==> config.mk <==
export PLATFORM = sky130hd
export DESIGN_NAME = heap_check_and_convert_flat
export DESIGN_NICKNAME = d
export VERILOG_FILES = /design/src/sv/hcc_pkg.sv /design/src/sv/hcc_if.sv /design/src/sv/heap_check_and_convert.sv /design/src/flat_wrapper.sv
export SDC_FILE = /design/constraint.sdc
export NUM_CORES = 1
export LEC_CHECK = 0
export BUFFER_PORTS_ARGS = -buffer_cell sky130_fd_sc_hd__buf_2
export CAP_MARGIN = 20
export CELL_PAD_IN_SITES_DETAIL_PLACEMENT = 0
export CELL_PAD_IN_SITES_GLOBAL_PLACEMENT = 2
export CORE_AREA = 3 3 356 358
export DETAILED_ROUTE_END_ITERATION = 10
export DIE_AREA = 0 0 359 361
export PLACE_DENSITY_LB_ADDON = 0.08
export SLEW_MARGIN = 40
export SYNTH_ARGS = -nofsm -noshare
export SYNTH_HDL_FRONTEND = slang
export SYNTH_SLANG_ARGS = --single-unit
==> constraint.sdc <==
create_clock -name clk -period 5.1 [get_ports clk]
set_clock_uncertainty 0.2 [all_clocks]
set_input_delay 1.53 -clock clk [delete_from_list [all_inputs] [get_ports clk]]
set_output_delay 1.53 -clock clk [all_outputs]
set_load 0.02 [all_outputs]
==> src/sv/hcc_pkg.sv <==
`default_nettype none
package hcc_pkg;

  localparam int DEPTH     = 32;
  localparam int ADDR_W    = $clog2(DEPTH);
  localparam int CNT_W     = ADDR_W + 1;
  localparam int IDX_W     = CNT_W + 1;
  localparam int DATA_W    = 32;
  localparam int VERDICT_W = 2;

  typedef logic signed [DATA_W-1:0] data_t;
  typedef logic [VERDICT_W-1:0]     verdict_t;
  typedef logic [ADDR_W-1:0]        addr_t;
  typedef logic [CNT_W-1:0]         cnt_t;
  typedef logic [IDX_W-1:0]         idx_t;

  localparam verdict_t VERDICT_MAX_TO_MIN = 2'd0;
  localparam verdict_t VERDICT_MIN_TO_MAX = 2'd1;
  localparam verdict_t VERDICT_NEITHER    = 2'd2;

endpackage
`default_nettype wire

==> src/sv/hcc_if.sv <==
`default_nettype none
interface hcc_in_if;
  import hcc_pkg::*;

  logic  valid;
  logic  ready;
  data_t value;
  logic  last;

  modport source (output valid, output value, output last, input ready);
  modport sink   (input valid, input value, input last, output ready);
endinterface

interface hcc_out_if;
  import hcc_pkg::*;

  logic     valid;
  logic     ready;
  verdict_t verdict;
  data_t    element;
  logic     final_res;

  modport source (output valid, output verdict, output element, output final_res, input ready);
  modport sink   (input valid, input verdict, input element, input final_res, output ready);
endinterface
`default_nettype wire

==> src/sv/heap_check_and_convert.sv <==
// Heap check and convert.
// in_ch carries one signed 32-bit value per beat; the beat with last set closes
// the set. Up to DEPTH values are kept; further values are dropped, though a
// dropped beat with last set still closes the set. While loading, one beat is
// taken per cycle.
// After the closing beat the block stops taking input and works through the
// stored values with one memory read port and one signed comparator under a
// sequencer: a max-heap check, then a min-heap check if needed, then a
// bottom-up heapify into the opposite order. Each check reads a parent, then
// its left child and, if present, its right child. Heapify visits nodes n/2
// down to 0, sinking each value level by level until it settles.
// out_ch then gives n beats in index order, with the verdict on each beat and
// final_res set on the last one, or a single beat with verdict 2 and element 0
// if the set is neither heap. Each result sits in an output register until
// taken; a stalled receiver simply holds the sequencer in its wait state.
// Reset (rst_n low, synchronous) empties the set and returns to loading; the
// memory contents are not cleared.
`default_nettype none
module heap_check_and_convert (
  input  wire logic  clk,
  input  wire logic  rst_n,
  hcc_in_if.sink     in_ch,
  hcc_out_if.source  out_ch
);
  import hcc_pkg::*;

  localparam logic [3:0] S_LOAD     = 4'd0;
  localparam logic [3:0] S_CK_ROOT  = 4'd1;
  localparam logic [3:0] S_CK_PAR   = 4'd2;
  localparam logic [3:0] S_CK_CHILD = 4'd3;
  localparam logic [3:0] S_BD_NODE  = 4'd4;
  localparam logic [3:0] S_BD_PAR   = 4'd5;
  localparam logic [3:0] S_BD_CHILD = 4'd6;
  localparam logic [3:0] S_BD_SW1   = 4'd7;
  localparam logic [3:0] S_BD_SW2   = 4'd8;
  localparam logic [3:0] S_BD_NEXT  = 4'd9;
  localparam logic [3:0] S_OUT_RD   = 4'd10;
  localparam logic [3:0] S_OUT_LD   = 4'd11;
  localparam logic [3:0] S_OUT_WAIT = 4'd12;

  localparam cnt_t DEPTH_C = cnt_t'(DEPTH);

  // Element store: one write and one registered read per cycle.
  data_t mem [DEPTH];
  data_t rdata_r;
  addr_t raddr;
  addr_t waddr;
  data_t wdata;
  logic  we;

  logic [3:0] state_r, state_nxt;
  cnt_t       count_r, count_nxt;
  cnt_t       n_r, n_nxt;
  cnt_t       i_r, i_nxt;
  cnt_t       k_r, k_nxt;
  idx_t       c_r, c_nxt;
  addr_t      node_r, node_nxt;
  addr_t      pick_r, pick_nxt;
  data_t      ref_r, ref_nxt;
  data_t      nodeval_r, nodeval_nxt;
  logic       mode_max_r, mode_max_nxt;
  verdict_t   verdict_r, verdict_nxt;

  logic       out_valid_r, out_valid_nxt;
  verdict_t   out_verdict_r, out_verdict_nxt;
  data_t      out_element_r, out_element_nxt;
  logic       out_final_r, out_final_nxt;

  // Shared comparator: in max direction, true when the held value is below the
  // value just read; in min direction, when the read value is below it.
  logic  to_max;
  logic  cmp_hit;
  data_t cmp_a, cmp_b;
  logic  in_checking;

  idx_t  c_root;
  idx_t  c_node;
  idx_t  c_pick;
  idx_t  c_inc;
  idx_t  n_ext;
  cnt_t  cnt_inc;

  assign in_checking = (state_r == S_CK_CHILD);
  assign to_max      = in_checking ? mode_max_r : (verdict_r == VERDICT_MIN_TO_MAX);
  assign cmp_a       = to_max ? ref_r : rdata_r;
  assign cmp_b       = to_max ? rdata_r : ref_r;
  assign cmp_hit     = (cmp_a < cmp_b);

  assign n_ext   = idx_t'(n_r);
  assign c_root  = {i_r, 1'b1};
  assign c_node  = idx_t'({node_r, 1'b1});
  assign c_pick  = idx_t'({pick_r, 1'b1});
  assign c_inc   = c_r + idx_t'(1);
  assign cnt_inc = count_r + cnt_t'(count_r < DEPTH_C);

  assign in_ch.ready      = (state_r == S_LOAD);
  assign out_ch.valid     = out_valid_r;
  assign out_ch.verdict   = out_verdict_r;
  assign out_ch.element   = out_element_r;
  assign out_ch.final_res = out_final_r;

  always_ff @(posedge clk) begin
    if (we) begin
      mem[waddr] <= wdata;
    end
    rdata_r <= mem[raddr];
  end

  always_comb begin
    state_nxt       = state_r;
    count_nxt       = count_r;
    n_nxt           = n_r;
    i_nxt           = i_r;
    k_nxt           = k_r;
    c_nxt           = c_r;
    node_nxt        = node_r;
    pick_nxt        = pick_r;
    ref_nxt         = ref_r;
    nodeval_nxt     = nodeval_r;
    mode_max_nxt    = mode_max_r;
    verdict_nxt     = verdict_r;
    out_valid_nxt   = out_valid_r;
    out_verdict_nxt = out_verdict_r;
    out_element_nxt = out_element_r;
    out_final_nxt   = out_final_r;
    raddr           = '0;
    waddr           = count_r[ADDR_W-1:0];
    wdata           = in_ch.value;
    we              = 1'b0;

    case (state_r)
      S_LOAD: begin
        if (in_ch.valid) begin
          we        = (count_r < DEPTH_C);
          count_nxt = cnt_inc;
          if (in_ch.last) begin
            n_nxt        = cnt_inc;
            count_nxt    = '0;
            i_nxt        = '0;
            mode_max_nxt = 1'b1;
            state_nxt    = S_CK_ROOT;
          end
        end
      end

      S_CK_ROOT: begin
        if (c_root < n_ext) begin
          raddr     = i_r[ADDR_W-1:0];
          c_nxt     = c_root;
          state_nxt = S_CK_PAR;
        end else begin
          verdict_nxt = mode_max_r ? VERDICT_MAX_TO_MIN : VERDICT_MIN_TO_MAX;
          i_nxt       = n_r >> 1;
          state_nxt   = S_BD_NODE;
        end
      end

      S_CK_PAR: begin
        ref_nxt   = rdata_r;
        raddr     = c_r[ADDR_W-1:0];
        state_nxt = S_CK_CHILD;
      end

      S_CK_CHILD: begin
        if (cmp_hit) begin
          if (mode_max_r) begin
            mode_max_nxt = 1'b0;
            i_nxt        = '0;
            state_nxt    = S_CK_ROOT;
          end else begin
            out_valid_nxt   = 1'b1;
            out_verdict_nxt = VERDICT_NEITHER;
            out_element_nxt = '0;
            out_final_nxt   = 1'b1;
            state_nxt       = S_OUT_WAIT;
          end
        end else if (c_r[0] && (c_inc < n_ext)) begin
          c_nxt = c_inc;
          raddr = c_inc[ADDR_W-1:0];
        end else begin
          i_nxt     = i_r + cnt_t'(1);
          state_nxt = S_CK_ROOT;
        end
      end

      S_BD_NODE: begin
        node_nxt  = i_r[ADDR_W-1:0];
        raddr     = i_r[ADDR_W-1:0];
        state_nxt = S_BD_PAR;
      end

      S_BD_PAR: begin
        ref_nxt     = rdata_r;
        nodeval_nxt = rdata_r;
        pick_nxt    = node_r;
        c_nxt       = c_node;
        if (c_node < n_ext) begin
          raddr     = c_node[ADDR_W-1:0];
          state_nxt = S_BD_CHILD;
        end else begin
          state_nxt = S_BD_NEXT;
        end
      end

      S_BD_CHILD: begin
        if (cmp_hit) begin
          pick_nxt = c_r[ADDR_W-1:0];
          ref_nxt  = rdata_r;
        end
        if (c_r[0] && (c_inc < n_ext)) begin
          c_nxt = c_inc;
          raddr = c_inc[ADDR_W-1:0];
        end else begin
          state_nxt = S_BD_SW1;
        end
      end

      S_BD_SW1: begin
        if (pick_r == node_r) begin
          state_nxt = S_BD_NEXT;
        end else begin
          we        = 1'b1;
          waddr     = node_r;
          wdata     = ref_r;
          state_nxt = S_BD_SW2;
        end
      end

      S_BD_SW2: begin
        // The sifted value moves down into the slot of the chosen child.
        we       = 1'b1;
        waddr    = pick_r;
        wdata    = nodeval_r;
        node_nxt = pick_r;
        ref_nxt  = nodeval_r;
        c_nxt    = c_pick;
        if (c_pick < n_ext) begin
          raddr     = c_pick[ADDR_W-1:0];
          state_nxt = S_BD_CHILD;
        end else begin
          state_nxt = S_BD_NEXT;
        end
      end

      S_BD_NEXT: begin
        if (i_r == '0) begin
          k_nxt     = '0;
          state_nxt = S_OUT_RD;
        end else begin
          i_nxt     = i_r - cnt_t'(1);
          state_nxt = S_BD_NODE;
        end
      end

      S_OUT_RD: begin
        raddr     = k_r[ADDR_W-1:0];
        state_nxt = S_OUT_LD;
      end

      S_OUT_LD: begin
        out_valid_nxt   = 1'b1;
        out_verdict_nxt = verdict_r;
        out_element_nxt = rdata_r;
        out_final_nxt   = ((k_r + cnt_t'(1)) == n_r);
        state_nxt       = S_OUT_WAIT;
      end

      S_OUT_WAIT: begin
        if (out_ch.ready) begin
          out_valid_nxt = 1'b0;
          if (out_final_r) begin
            state_nxt = S_LOAD;
          end else begin
            k_nxt     = k_r + cnt_t'(1);
            raddr     = k_nxt[ADDR_W-1:0];
            state_nxt = S_OUT_LD;
          end
        end
      end

      default: begin
        state_nxt = S_LOAD;
      end
    endcase
  end

  always_ff @(posedge clk) begin
    if (!rst_n) begin
      state_r     <= S_LOAD;
      count_r     <= '0;
      out_valid_r <= 1'b0;
    end else begin
      state_r     <= state_nxt;
      count_r     <= count_nxt;
      out_valid_r <= out_valid_nxt;
    end
  end

  always_ff @(posedge clk) begin
    n_r           <= n_nxt;
    i_r           <= i_nxt;
    k_r           <= k_nxt;
    c_r           <= c_nxt;
    node_r        <= node_nxt;
    pick_r        <= pick_nxt;
    ref_r         <= ref_nxt;
    nodeval_r     <= nodeval_nxt;
    mode_max_r    <= mode_max_nxt;
    verdict_r     <= verdict_nxt;
    out_verdict_r <= out_verdict_nxt;
    out_element_r <= out_element_nxt;
    out_final_r   <= out_final_nxt;
  end

endmodule
`default_nettype wire
==> src/flat_wrapper.sv <==
// flat-port wrapper written by rule: the top's interface ports become plain ports
module heap_check_and_convert_flat import hcc_pkg::*;
  (clk, rst_n, in_ch_valid, in_ch_value, in_ch_last, in_ch_ready, out_ch_valid, out_ch_verdict, out_ch_element, out_ch_final_res, out_ch_ready);
  hcc_in_if in_ch_i ();
  hcc_out_if out_ch_i ();
  input  wire logic clk;
  input  wire logic rst_n;
  input wire logic [$bits(in_ch_i.valid)-1:0] in_ch_valid;
  input wire logic [$bits(in_ch_i.value)-1:0] in_ch_value;
  input wire logic [$bits(in_ch_i.last)-1:0] in_ch_last;
  output wire logic [$bits(in_ch_i.ready)-1:0] in_ch_ready;
  output wire logic [$bits(out_ch_i.valid)-1:0] out_ch_valid;
  output wire logic [$bits(out_ch_i.verdict)-1:0] out_ch_verdict;
  output wire logic [$bits(out_ch_i.element)-1:0] out_ch_element;
  output wire logic [$bits(out_ch_i.final_res)-1:0] out_ch_final_res;
  input wire logic [$bits(out_ch_i.ready)-1:0] out_ch_ready;
  assign in_ch_i.valid = in_ch_valid;
  assign in_ch_i.value = in_ch_value;
  assign in_ch_i.last = in_ch_last;
  assign in_ch_ready = in_ch_i.ready;
  assign out_ch_valid = out_ch_i.valid;
  assign out_ch_verdict = out_ch_i.verdict;
  assign out_ch_element = out_ch_i.element;
  assign out_ch_final_res = out_ch_i.final_res;
  assign out_ch_i.ready = out_ch_ready;
  heap_check_and_convert u_core (.clk(clk), .rst_n(rst_n), .in_ch(in_ch_i), .out_ch(out_ch_i));
endmodule
==> flow_metrics.env, run 1 <==
export IMPL_critPathLaunch="u_core.n_r[2]$_DFFE_PP_"
export IMPL_core_area_mm2=0.124
export IMPL_hold_class="reg -> reg"
export IMPL_dieHeight_um=361
export IMPL_clkLatencyLatePin_ns=0.77
export IMPL_p_per_area_mw_per_mm2=480
export IMPL_drt_antenna_violating_nets=0
export IMPL_fin_crit_sh_pct=97.3
export IMPL_final_cells=5800
export IMPL_synthTopCellsByCount="1,185 x nand2_1, 1,160 x edfxtp_1, 250 x and3_1"
export IMPL_yosys_warnings=0
export IMPL_drtIter0Drc=3610
export IMPL_synth_area_top_cells="edfxtp_1 70%, nand2_1 9.0%, and3_1 3.2%"
export IMPL_hold_viol=0
export IMPL_maxSlewViolCount=0
export IMPL_crit_type="reg -> reg"
export IMPL_clock_root_buffer="clkbuf_16"
export IMPL_overflow=0
export IMPL_synth_nets=3974
export IMPL_worst_path_max_fanout=35
export IMPL_final_util_pct=46.5
export IMPL_h_tree_depth=4
export IMPL_grt_max_degree=101
export IMPL_dieArea_mm2=0.130
export IMPL_synth_edf_count=1160
export IMPL_dp_hpwl_um=92500
export IMPL_synthDistinctLibCells=76
export IMPL_ios=74
export IMPL_leakage_uw=0.0208
export IMPL_cts_hold_buf=0
export IMPL_drt_wl_total_um=164000
export IMPL_outcome="finished, final reports clean"
export IMPL_synth_most_common_cell="nand2_1"
export IMPL_grt_pass1_wl_um=234000
export IMPL_yosys_register_bits=1203
export IMPL_antenna_found_initial=2
export IMPL_postSynthCellCount=3913
export IMPL_dp_cells=5555
export IMPL_grt_pass1_vias=32100
export IMPL_cts_inserted_buffers=134
export IMPL_drive_above_1_share_pct=11.8
export IMPL_die_w_um=359
export IMPL_path_clk_slew_ns=0.06
export IMPL_period_minus_slack_ns=4.96
export IMPL_cap_viol_max_count=0
export IMPL_cp_endpoint="u_core.rdata_r[12]$_DFF_P_"
export IMPL_worst_pin_slew_ns=0.902
export IMPL_vdd_ir_drop_max_mv=0.346
export IMPL_power_uw=27600
export IMPL_rr_startpoint="u_core.n_r[2]$_DFFE_PP_"
export IMPL_grt_total_usage_pct=24.9
export IMPL_drc=0
export IMPL_rr_worst_depth=15
export IMPL_fin_nets=4115
export IMPL_place_area_mm2=0.0533
export IMPL_fmax_mhz=202
export IMPL_syn_cell_area_mm2=0.0495
export IMPL_fillCellCount=11100
export IMPL_r2r_end="u_core.rdata_r[12]$_DFF_P_"
export IMPL_drt_pass1_iter_count=7
export IMPL_yosys_area_top_type="edfxtp_1"
export IMPL_cts_tree="built"
export IMPL_rrSetupSlack_ns=0.14
export IMPL_yosysTopAreaCellShare_pct=70.4
export IMPL_num_antenna_cells=0
export IMPL_critical_path_arrival_ns=5.36
export IMPL_syn_area_per_cell_um2=12.7
export IMPL_slew_limit_headroom_pct=39.9
export IMPL_start_util_pct=40.0
export IMPL_rsz0062_at_grt="no"
export IMPL_end_kind="register"
export IMPL_final_area_mm2=0.0575
export IMPL_place_gp_congestion=0.880
export IMPL_portBuffers=73
export IMPL_area_growth_pct=16.1
export IMPL_wl_per_cell_um=28.3
export IMPL_crit_required_ns=5.49
export IMPL_synth_yosys_seq_area_share_pct=72.1
export IMPL_fp_row_count=129
export IMPL_startpoint_type="register"
export IMPL_cts_sinks=1203
export IMPL_cts_path_max_buffers=3
export IMPL_viasPerCell=5.72
export IMPL_via_count=33200
export IMPL_setup_viol=0
export IMPL_synthArstFlopShare_pct=0
export IMPL_synthFlopType="edfxtp_1"
export IMPL_fin_hold_ws_ns=0.307
-- per-stage QoR --
step	worst slack [ns]	setup TNS, ns
floorplan	0.588	0
CTS	0.0133	0
global route	0.0125	0
detailed placement	-0.411	-0.916
finish	0.138	0
global placement	-0.870	-1.77
-- metal layers --
layer | share of wire, % | global-route usage, %
met3 | 5.8 | 3.32
met2 | 46 | 39.7
met1 | 45 | 35.8
met5 | 0 | 0
met4 | 2.3 | 6.86
-- cells by family (layout without fill, tap and decap cells) --
group / count (synthesis) / in the layout / share of synthesized area [%]
DFF: 1203 / 1203 / 72.1
adders and majority gates: 42 / 42 / 0.970
and+or+nand+nor: 1750 / 1750 / 15.6
xor gates and xnor gates: 48 / 48 / 0.864
buffers and inverters: 273 / 523 / 2.22
muxes: 43 / 43 / 0.905
AOI/OAI and AO/OA: 554 / 554 / 7.39
-- report_power, final --
part	leakage, µW	internal [µW]	switching [µW]
Clock	0.00201	5150	3990
Sequential	0.0108	11400	577
Combinational	0.00796	2170	4310
Total	0.0208	18700	8880
-- worst max-delay path, cell delays in order, from the launching register on --
cell and delay, ns:
edfxtp_1 0.36, inv_1 0.30, ha_1 0.31, a211o_1 0.26
a31o_2 0.26, a2111oi_4 0.63, o21ai_0 0.20, nand3_1 0.21
nor3_1 0.07, buf_4 0.18, a21o_4 0.30, buf_12 0.21
buf_12 0.22, a31oi_1 0.36, o22ai_1 0.21, nor4_4 0.44
-- final cells by class --
class	instances	area, µm²	share of cell area [%]
clock inverter	59	465	0.810
sequential	1203	35700	62.1
tap	1637	2050	3.56
timing repair buffer	230	2280	3.97
multi-input combinational	2437	13100	22.9
inverter	48	180	0.314
clock buffer	186	3650	6.35
-- worst min-delay path by stage --
stage / cells past startpoint / end / startpoint / slack, ns
6_report: 0 / u_core.nodeval_r[8]$_DFFE_PP_ / u_core.rdata_r[8]$_DFF_P_ / 0.31
5_1_grt: 0 / u_core.nodeval_r[8]$_DFFE_PP_ / u_core.rdata_r[8]$_DFF_P_ / 0.33
4_1_cts: 0 / u_core.nodeval_r[8]$_DFFE_PP_ / u_core.rdata_r[8]$_DFF_P_ / 0.31
3_5_place_dp: 0 / u_core.nodeval_r[8]$_DFFE_PP_ / u_core.rdata_r[8]$_DFF_P_ / 0.30
3_3_place_gp: 0 / u_core.nodeval_r[8]$_DFFE_PP_ / u_core.rdata_r[8]$_DFF_P_ / 0.28
2_1_floorplan: 0 / u_core.nodeval_r[29]$_DFFE_PP_ / u_core.rdata_r[29]$_DFF_P_ / 0.21
-- state kept, by name, indices dropped and copies added, names as in the netlist, 7 cells and up --
register,count
u_core.c_r,7
u_core.mem,1024
u_core.nodeval_r,32
u_core.out_ch.element,32
u_core.rdata_r,32
u_core.ref_r,32
-- cells in the final DEF (no fill, tap or decap), types with 25 or more instances in the layout --
| cell type | netlist | final |
|---|---|---|
| nor2_4 | 0 | 34 |
| buf_12 | 0 | 59 |
| dfxtp_1 | 43 | 43 |
| buf_4 | 3 | 98 |
| mux2i_1 | 38 | 38 |
| nor2_1 | 96 | 62 |
| and3_1 | 250 | 248 |
| nor4_1 | 32 | 29 |
| o21ai_0 | 42 | 41 |
| nand3_1 | 62 | 52 |
| buf_2 | 48 | 73 |
| clkbuf_16 | 0 | 135 |
| a31oi_1 | 245 | 243 |
| clkbuf_1 | 165 | 43 |
| and2_1 | 25 | 25 |
| o22ai_1 | 120 | 120 |
| nand2_1 | 1185 | 1180 |
| nor2b_1 | 31 | 31 |
| edfxtp_1 | 1160 | 1160 |
| inv_1 | 47 | 47 |
-- what timing repair did --
action,CTS,global route
buffers inserted,0,0
gates resized for setup,3,3
setup endpoints to repair,1,3
pin swaps,0,1
No activity file was read; power rests on OpenSTA's default activity.
==> inputs of run 2 (changes only) <==
Settings changed: BUFFER_PORTS_ARGS -buffer_cell sky130_fd_sc_hd__buf_2 to -buffer_cell sky130_fd_sc_hd__buf_4.
==> flow_metrics.env, run 2 (synthesis gave the netlist of run 1 again) <==
export IMPL_outcome="finished, final reports clean"
export IMPL_critical_path_arrival_ns=5.17
export IMPL_antenna_found_initial=5
export IMPL_dp_cells=5577
export IMPL_startpoint_type="register"
export IMPL_ios=74
export IMPL_drc=0
export IMPL_worst_pin_slew_ns=0.821
export IMPL_h_tree_depth=4
export IMPL_hold_viol=0
export IMPL_viasPerCell=5.65
export IMPL_largest_reg_flops=1024
export IMPL_multiInputGateArea_mm2=0.0131
export IMPL_wl_per_cell_um=27.5
export IMPL_dp_hpwl_um=92800
export IMPL_maxSlewViolCount=0
export IMPL_cap_viol_max_count=0
export IMPL_postCtsResizedCells=0
export IMPL_cts_tree="built"
export IMPL_final_cell_mix="1,182 x nand2_1, 1,160 x edfxtp_1, 248 x and3_1"
export IMPL_drtIter0Drc=3452
export IMPL_rsz0062_at_grt="no"
export IMPL_final_util_pct=46.8
export IMPL_fin_hold_ws_ns=0.323
export IMPL_vdd_ir_drop_max_mv=0.337
export IMPL_path_clk_slew_ns=0.06
export IMPL_setup_viol=0
export IMPL_grt_total_usage_pct=24.4
export IMPL_period_minus_slack_ns=4.76
export IMPL_clock_root_buffer="clkbuf_16"
export IMPL_fp_row_count=129
export IMPL_post_cts_buffers=0
export IMPL_grt_pass1_vias=31800
export IMPL_core_area_mm2=0.124
export IMPL_drt_antenna_violating_nets=0
export IMPL_hold_class="reg -> reg"
export IMPL_dp_slack_ns=0.215
export IMPL_clkLatencyLatePin_ns=0.76
export IMPL_grt_pass1_wl_um=231000
export IMPL_path_delay_family="simple AND/OR/NAND/NOR gates"
export IMPL_drt_wl_total_um=160000
export IMPL_drive_above_1_share_pct=12.2
export IMPL_seqCellArea_mm2=0.0357
export IMPL_cts_hold_buf=0
export IMPL_fin_crit_sh_pct=93.3
export IMPL_fin_setup_tns_ns=0
export IMPL_area_growth_pct=16.8
export IMPL_top_register="u_core.mem"
export IMPL_cp_slowest_stage_delay_ns=0.76
export IMPL_fillCellCount=11100
export IMPL_cts_inserted_buffers=132
export IMPL_grt_max_degree=111
export IMPL_crit_type="reg -> reg"
export IMPL_via_count=32900
export IMPL_fin_ws_ns=0.340
export IMPL_final_cells=5821
export IMPL_end_kind="register"
export IMPL_layout_commonest_cell="nand2_1"
export IMPL_fin_nets=4135
export IMPL_crit_required_ns=5.51
export IMPL_path_buf_inv=2
export IMPL_slew_limit_headroom_pct=45.3
export IMPL_leakage_uw=0.0210
export IMPL_cp_cell_sequence="xor2_1 > nor4_2 > and4_1 > o211ai_1 > and4_1 > nor4_1 > buf_4 > nor2_1 > a31oi_1 > nor2_1 > nand2_2 > buf_12 > o22ai_1 > nor4_1"
export IMPL_p_per_area_mw_per_mm2=478
export IMPL_cts_sinks=1203
export IMPL_drt_pass1_iter_count=6
export IMPL_dieArea_mm2=0.130
export IMPL_place_gp_congestion=0.866
export IMPL_cts_path_max_buffers=3
export IMPL_start_util_pct=40.0
export IMPL_die_w_um=359
export IMPL_cp_slowest_cell="dfxtp_1"
export IMPL_dieHeight_um=361
export IMPL_fmax_mhz=210
export IMPL_worst_path_max_fanout=15
export IMPL_portBuffers=73
export IMPL_overflow=0
[run 2: cell types whose count changed in the layout (fill, tap and decap cells not counted), moves of 3 or more]
cell,delta
buf_4,+96
buf_2,-73
clkinv_1,-11
clkbuf_8,+5
inv_16,-4
clkbuf_1,+3
clkbuf_16,+3
nor3_1,+3
nor3_2,-3
nor4_1,+3
[run 2: layer usage]
metal / vias to the layer above / global-route usage [%] / wire [µm] / share of wire (%)
met1: 16900 / 34.9 / 72300 / 45
li1: 14800 / - / - / -
met5: - / 0 / 0 / 0
met2: 1092 / 39.5 / 75500 / 47
met4: 0 / 5.53 / 2960 / 1.8
met3: 186 / 3.59 / 9530 / 5.9
[run 2: worst paths after layout]
kind / slack [ns] / start / cells after the start / endpoint
max reg2reg: 0.34 / u_core.rdata_r[12]$_DFF_P_ / 14 / u_core.rdata_r[16]$_DFF_P_
min: 0.32 / u_core.nodeval_r[13]$_DFFE_PP_ / 2 / u_core.ref_r[13]$_DFFE_PP_
max: 0.34 / u_core.rdata_r[12]$_DFF_P_ / 14 / u_core.rdata_r[16]$_DFF_P_
min reg2reg: 0.32 / u_core.nodeval_r[13]$_DFFE_PP_ / 2 / u_core.ref_r[13]$_DFFE_PP_
[run 2: layout make-up]
class / instances / area share, %
well taps: 1637 / 3.54
diodes: 1 / 0.00433
inverters: 48 / 0.312
repair buffers: 252 / 4.53
flip-flops and latches: 1203 / 61.7
clock buffers: 197 / 6.58
multi-input cells: 2437 / 22.6
clock inverters: 46 / 0.645
[run 2: power breakdown]
part	internal, µW	switching, µW	total [µW]
registers	11400	624	12000
clock network	5340	3910	9240
logic	2230	4150	6390
[run 2: through the flow]
stage	total power, µW	area [µm²]
finish	27600	57800
floorplan	15900	49500
CTS	27800	57800
global placement	18500	53600
detailed placement	18600	53600
global route	28900	57800
[run 2: worst reg2reg max path: stages (launching register included)]
cell and delay [ns]:
dfxtp_1 0.76, xor2_1 0.18, nor4_2 0.48, and4_1 0.31
o211ai_1 0.16, and4_1 0.26, nor4_1 0.37, buf_4 0.20
nor2_1 0.09, a31oi_1 0.34, nor2_1 0.16, nand2_2 0.31
buf_12 0.26, o22ai_1 0.14, nor4_1 0.41
